<file path="src/rtl/mau_pkg.sv">
// package for the modular arithmetic unit: widths, command codes, divider request and response structs
// no dependencies
`default_nettype none
package mau_pkg;
    localparam int MOD_BITS = 31;
    localparam int OP_BITS  = 64;
    localparam int CMD_BITS = 3;
    localparam logic [MOD_BITS-1:0] MOD_RESET = MOD_BITS'(1000000007);

    localparam logic [CMD_BITS-1:0] CMD_REDUCE = 3'd0;
    localparam logic [CMD_BITS-1:0] CMD_ADD    = 3'd1;
    localparam logic [CMD_BITS-1:0] CMD_SUB    = 3'd2;
    localparam logic [CMD_BITS-1:0] CMD_MUL    = 3'd3;
    localparam logic [CMD_BITS-1:0] CMD_DIV    = 3'd4;
    localparam logic [CMD_BITS-1:0] CMD_NEG    = 3'd5;

    // request to the shared restoring divider
    typedef struct packed {
        logic                  start;
        logic [OP_BITS-1:0]    dividend;
        logic [MOD_BITS-1:0]   divisor;
    } div_req_t;

    typedef struct packed {
        logic                  done;
        logic [OP_BITS-1:0]    quotient;
        logic [MOD_BITS-1:0]   remainder;
    } div_rsp_t;
endpackage
`default_nettype wire

</file>
<file path="src/rtl/mau_divider.sv">
// shared restoring divider, one quotient bit per cycle, 64-bit dividend
// depends on mau_pkg
`default_nettype none
module mau_divider (
    input  wire logic              clk,
    input  wire logic              rst_n,
    input  wire mau_pkg::div_req_t req,
    output mau_pkg::div_rsp_t      rsp
);
    localparam int CNT_BITS = $clog2(mau_pkg::OP_BITS + 1);

    logic                          busy_reg;
    logic [CNT_BITS-1:0]           cnt_reg;
    logic [mau_pkg::OP_BITS-1:0]   quo_reg;
    logic [mau_pkg::MOD_BITS:0]    rem_reg;
    logic [mau_pkg::MOD_BITS-1:0]  dvs_reg;
    logic                          done_reg;
    logic [mau_pkg::MOD_BITS+1:0]  trial;
    logic [mau_pkg::MOD_BITS+1:0]  diff;

    always_comb
    begin
        trial = {rem_reg, quo_reg[mau_pkg::OP_BITS-1]};
        diff  = trial - {2'b00, dvs_reg};
    end

    always_ff @(posedge clk or negedge rst_n)
    begin
        if (!rst_n)
        begin
            busy_reg <= 1'b0;
            done_reg <= 1'b0;
            cnt_reg  <= '0;
        end
        else
        begin
            done_reg <= 1'b0;
            if (req.start)
            begin
                busy_reg <= 1'b1;
                cnt_reg  <= CNT_BITS'(mau_pkg::OP_BITS);
                quo_reg  <= req.dividend;
                dvs_reg  <= req.divisor;
                rem_reg  <= '0;
            end
            else if (busy_reg)
            begin
                if (!diff[mau_pkg::MOD_BITS+1])
                    rem_reg <= diff[mau_pkg::MOD_BITS:0];
                else
                    rem_reg <= trial[mau_pkg::MOD_BITS:0];
                quo_reg <= {quo_reg[mau_pkg::OP_BITS-2:0], ~diff[mau_pkg::MOD_BITS+1]};
                cnt_reg <= cnt_reg - 1'b1;
                if (cnt_reg == CNT_BITS'(1))
                begin
                    busy_reg <= 1'b0;
                    done_reg <= 1'b1;
                end
            end
        end
    end

    assign rsp.done      = done_reg;
    assign rsp.quotient  = quo_reg;
    assign rsp.remainder = rem_reg[mau_pkg::MOD_BITS-1:0];
endmodule
`default_nettype wire

</file>
<file path="config.mk">
export PLATFORM = sky130hd
export DESIGN_NAME = mau_divider
export DESIGN_NICKNAME = d
export VERILOG_FILES = /design/src/rtl/mau_pkg.sv /design/src/rtl/mau_divider.sv
export SDC_FILE = /design/constraint.sdc
export NUM_CORES = 1
export LEC_CHECK = 0
export BUFFER_PORTS_ARGS = -buffer_cell sky130_fd_sc_hd__clkbuf_2
export CAP_MARGIN = 25
export CORE_MARGIN = 5
export CORE_UTILIZATION = 43
export CTS_CLUSTER_DIAMETER = 120
export DETAILED_ROUTE_END_ITERATION = 6
export GPL_TIMING_DRIVEN = 0
export PLACE_DENSITY_LB_ADDON = 0.05
export SLEW_MARGIN = 20
export SYNTH_ARGS = -nofsm -noshare
export SYNTH_HDL_FRONTEND = slang
export SYNTH_SLANG_ARGS = --single-unit
</file>
<file path="constraint.sdc">
create_clock -name clk -period 4.18 [get_ports clk]
set_input_delay 0.209 -clock clk [delete_from_list [all_inputs] [get_ports clk]]
set_output_delay 0.209 -clock clk [all_outputs]
set_load 0.005 [all_outputs]
</file>
* Word-level counts from Yosys, hierarchy flattened
Index checks and enable logic that the tools add are counted.
** Storage, ports and cells
- Output and inout bits :: 96
- Input port bits :: 98
- Flip-flop bits (word level) :: 136
** Operators by class
- Bitwise logic cells :: 1
- Add/subtract/negate cells :: 2
- Muxes and demuxes :: 12
- Reductions and logical operators :: 3
- Equality and inequality tests :: 1
** Operators with widths (count)
- $mux W64 :: 2
- $mux W32 :: 2
- $sub A33 B31 Y33 :: 1
- $mux W7 :: 2
- $eq A7 B1 Y1 const B :: 1
- $sub A7 B1 Y7 const B :: 1
- $mux W1 :: 6
- $reduce_and A2 Y1 :: 2
- $reduce_bool A2 Y1 :: 1
- $not A1 Y1 :: 1

* Depth between registers and ports, before layout
- Depth in word-level cells :: 4
- Mapped depth :: 14

* Least setup slack after synthesis
Ideal clock, no wire load.
- Path type :: input port to flip-flop
- From :: in req[95] (netlist name)
- To :: reg quo_reg[0] (netlist name), enable pin
- Cell stages on the path :: 4
- Path slack :: 39 ps
- Arrival time :: 3648 ps
- Data required time :: 3687 ps
- Cells stage by stage :: clkbuf_1 clkbuf_1 nor2_1 nor2b_1
** Between the ends
- Cells in the longest elaborated chain, start to end :: 2
** Ends and longest elaborated chain
- from (decl) :: RTL line mau_divider.sv:7 : input wire mau_pkg::div_req_t req,
- $reduce_bool A2 Y1 (no source line)
- $reduce_and A2 Y1 (no source line)
- to (signal assigned) :: RTL line mau_divider.sv:42 : quo_reg <= req.dividend;
- to (signal assigned) :: RTL line mau_divider.sv:52 : quo_reg <= {quo_reg[mau_pkg::OP_BITS-2:0], ~diff[mau_pkg::MOD_BITS+1]};
- to (decl) :: RTL line mau_divider.sv:14 : logic [mau_pkg::OP_BITS-1:0] quo_reg;
Every way passes these cells.
A chain may end at the register's enable or synchronous reset.

* Final worst setup path
- From :: reg rem_reg[1] (netlist name)
- To :: reg rem_reg[29] (netlist name), data pin
** Between the ends
- Cells in the longest elaborated chain, start to end :: 3
** Ends and longest elaborated chain
- from (decl) :: RTL line mau_divider.sv:15 : logic [mau_pkg::MOD_BITS:0] rem_reg;
- from (signal assigned) :: RTL line mau_divider.sv:49 : rem_reg <= diff[mau_pkg::MOD_BITS:0];
- from (signal assigned) :: RTL line mau_divider.sv:51 : rem_reg <= trial[mau_pkg::MOD_BITS:0];
- $sub A33 B31 Y33 :: RTL line mau_divider.sv:24 : diff = trial - {2'b00, dvs_reg};
- $mux W32 :: RTL line mau_divider.sv:48 : if (!diff[mau_pkg::MOD_BITS+1])
- $mux W32 :: RTL line mau_divider.sv:46 : else if (busy_reg)
Every way passes these cells.

==> run_results.csv <==
group,metric,value,unit
layout,largest_reg_flops,64,
placement,dp.cells,1137,
sta,rsz0062_at_grt,"no",
power_and_ir_drop,switching_share,0.366,
route,viasPerCell,5.27,
clocking,cts.root.buffer_cell,"clkbuf_16",
yosys,ys.warnings.count,0,
yosys,synth_cell_types,57,
layout,n_antenna_cell,0,
route,drtPass1Iterations,5,
power_and_ir_drop,leakage,0.00438,uW
clocking,htreeDepth,4,
yosys,synth_mux_area_frac,0.0920,
clocking,cts_resized,0,
yosys,synth_compound_area_frac,0.120,
clocking,cts_tree,"yes",
sta,relSlewSlack,0.466,
yosys,syn_avg_cell_area,11.1,um^2
yosys,synth.cell_area,7930,um^2
die,rows,49,
route,drt-initial-drc-count,384,
flow_run,max-cap-violations,0,
power_and_ir_drop,p_int,3650,uW
global_route,grt_max_degree,30,
layout,drive_gt1_frac,0.361,
global_route,met2_usage,0.338,
die,coreArea,18100,um^2
global_route,grtUsageTotal,0.202,
min_path,holdCritPathClass,"input pin to flop",
yosys,synth_nets,844,
worst_setup_path,path_class,"flop to flop",
route,vias,6324,
power_and_ir_drop,p_per_area,566,nW/um^2
die,die_x,146,um
global_route,antenna_found_initial,0,
route,ant_nets,0,
sta,setup-violations-final,0,
sta,postLayoutSetupSlackWorst,0.684,ns
layout,fin_nets,1090,
power_and_ir_drop,combPwrFrac,0.397,
power_and_ir_drop,fin_total_pwr,5760,uW
yosys,syn_inst,712,
layout,instances_no_fill,1200,
die,start_util,0.439,
clocking,clkTransAtPathRegs,0.07,ns
layout,final_cell_mix,"clkbuf_2 (192), edfxtp_1 (127), nand2_1 (77)",
placement,hpwl,16300,um
global_route,use_met1,0.249,
clocking,cts_buffers,17,
power_and_ir_drop,power_frac_clock,0.263,
sta,fin_worst_skew,0.00961,ns
yosys,yosys.area_share.simple,0.116,
yosys,synth_top_family_by_area,"compound AO/OA/AOI/OAI gates",
placement,pre_cts_ws,0.673,ns
yosys,synthFlopType,"edfxtp_1",
route,avgRoutedWirePerCell,17.7,um
yosys,synth_fa_ha_area_frac,0.0546,
placement,gp_congestion,0.936,
power_and_ir_drop,power_switching,2110,uW
layout,syn_to_final_growth,28.3,%
worst_setup_path,worstPathRequired,4.34,ns
route,drc_errors,0,
yosys,synth_xor_area_frac,0.0383,
die,die_h,146,um
sta,fin_crit,3.50,ns
die,dieArea,21300,um^2
run_status,status,"finished clean",
worst_setup_path,start_kind,"flop",
worst_setup_path,cp-end-kind,"flop",
worst_setup_path,regToRegSetupSlack,0.68,ns
global_route,grt_pass1_vias,6665,
sta,worst_pin_slew,0.791,ns
yosys,async_flop_share,0.0662,
die,io_pins,194,
yosys,synth-seq-cells,136,
power_and_ir_drop,vdd_ir_drop_max,0.369,mV
sta,final.period_utilization,0.836,
placement,port-buffer-count,192,
clocking,clkSinkCount,136,
power_and_ir_drop,pwr-share-seq,0.340,
global_route,grt-busiest-layer,"met2",
clocking,insertion_delay,0.43,ns
global_route,grt_pass1_wl,34700,um
sta,hold_viol,0,
worst_setup_path,crit_arrival,3.65,ns
yosys,synth_edf_count,127,
yosys,ys_seq_area_frac,0.509,
sta,max_freq,286,MHz
global_route,overflow,0,
worst_setup_path,worstPathMaxFanout,4,
layout,final_common_cell,"clkbuf_2",
global_route,met3_usage,0.0685,
route,wl,21300,um
clocking,cts_max_path_buffers,2,
sta,slew_violations,0,
-- power by group through the flow --
stage                     Sequential (uW)  Combinational [uW]  Clock, uW
after floorplan                      1930                1620          0
after global placement               1990                2220          0
after detailed placement             1990                2260          0
after CTS                            1960                2300       1550
after global routing                 1990                2540       1600
final                                1960                2290       1510
-- Yosys cell counts, drive strengths merged, types with 17 or more instances --
cell	instances	area [um^2]
a21oi	46	257
a311oi	23	201
buf	50	354
clkbuf	17	63.8
edfxtp	127	3810
ha	33	413
inv	36	135
mux2	63	709
nand2	77	289
nor2	53	199
o21ai	25	125
xnor2	17	156
-- timing repair --
| action | 4_1_cts | 5_1_grt |
|---|---|---|
| setup buffers | 0 | 0 |
| hold buffers | 31 | 0 |
| endpoints found under the hold margin | 31 | 0 |
-- cell type report --
| cell class | instances | area, um^2 |
|---|---|---|
| Timing Repair Buffer | 227 | 1370 |
| Inverter | 36 | 135 |
| Tap cell | 229 | 287 |
| Clock inverter | 14 | 155 |
| Buffer | 67 | 418 |
| Multi-Input combinational cell | 473 | 3350 |
| Sequential cell | 136 | 4040 |
| Fill cell | 1609 | 7910 |
| Clock buffer | 18 | 429 |
-- path summary, 6_finish.rpt --
| kind | from | endpoint | cells after the start |
|---|---|---|---|
| worst max-delay path | rem_reg[1] | rem_reg[29] | 10 |
| worst min-delay path | req[75] | quo_reg[44] | 2 |
| worst max register to register | rem_reg[1] | rem_reg[29] | 10 |
| worst min register to register | cnt_reg[6] | cnt_reg[6] | 2 |
| max in group asynchronous | rst_n | cnt_reg[4] | 2 |
| min in group asynchronous | rst_n | done_reg | 2 |
-- metal layers --
layer  wire (um)  share of wire  vias to the layer above
li1            -              -                     3082
met1        9130           0.43                     2986
met2       10200           0.48                      222
met3        1570          0.074                       34
met4         358          0.017                        0
met5           0              0                        -
-- worst max-delay path, cell delays in order (launching register included) --
cell and delay, ns:
edfxtp_1 0.47, ha_1 0.39, o211ai_1 0.20, a21oi_1 0.12
o2111ai_1 0.30, a31oi_1 0.19, o31ai_1 0.61, a21oi_1 0.27
or3b_2 0.50, nand3_1 0.09, o21ai_0 0.11
-- per-stage QoR --
stage,TNS [ns],util,instance area [um^2],hold WS (ns)
3_3_place_gp,-93.99,0.508,9180,0.385
6_report,0,0.563,10200,0.0808
4_1_cts,0,0.563,10200,0.0615
5_1_grt,0,0.563,10200,0.0619
3_5_place_dp,0,0.513,9280,0.388
2_1_floorplan,0,-,7930,-0.0866
-- kinds of logic after synthesis --
family,Yosys count
compound gates,140
mux,65
simple gates,201
flops,136
xor+xnor,33
fa+ha+maj,34
buf+inv,103
Power figures use the tool's default switching activity.
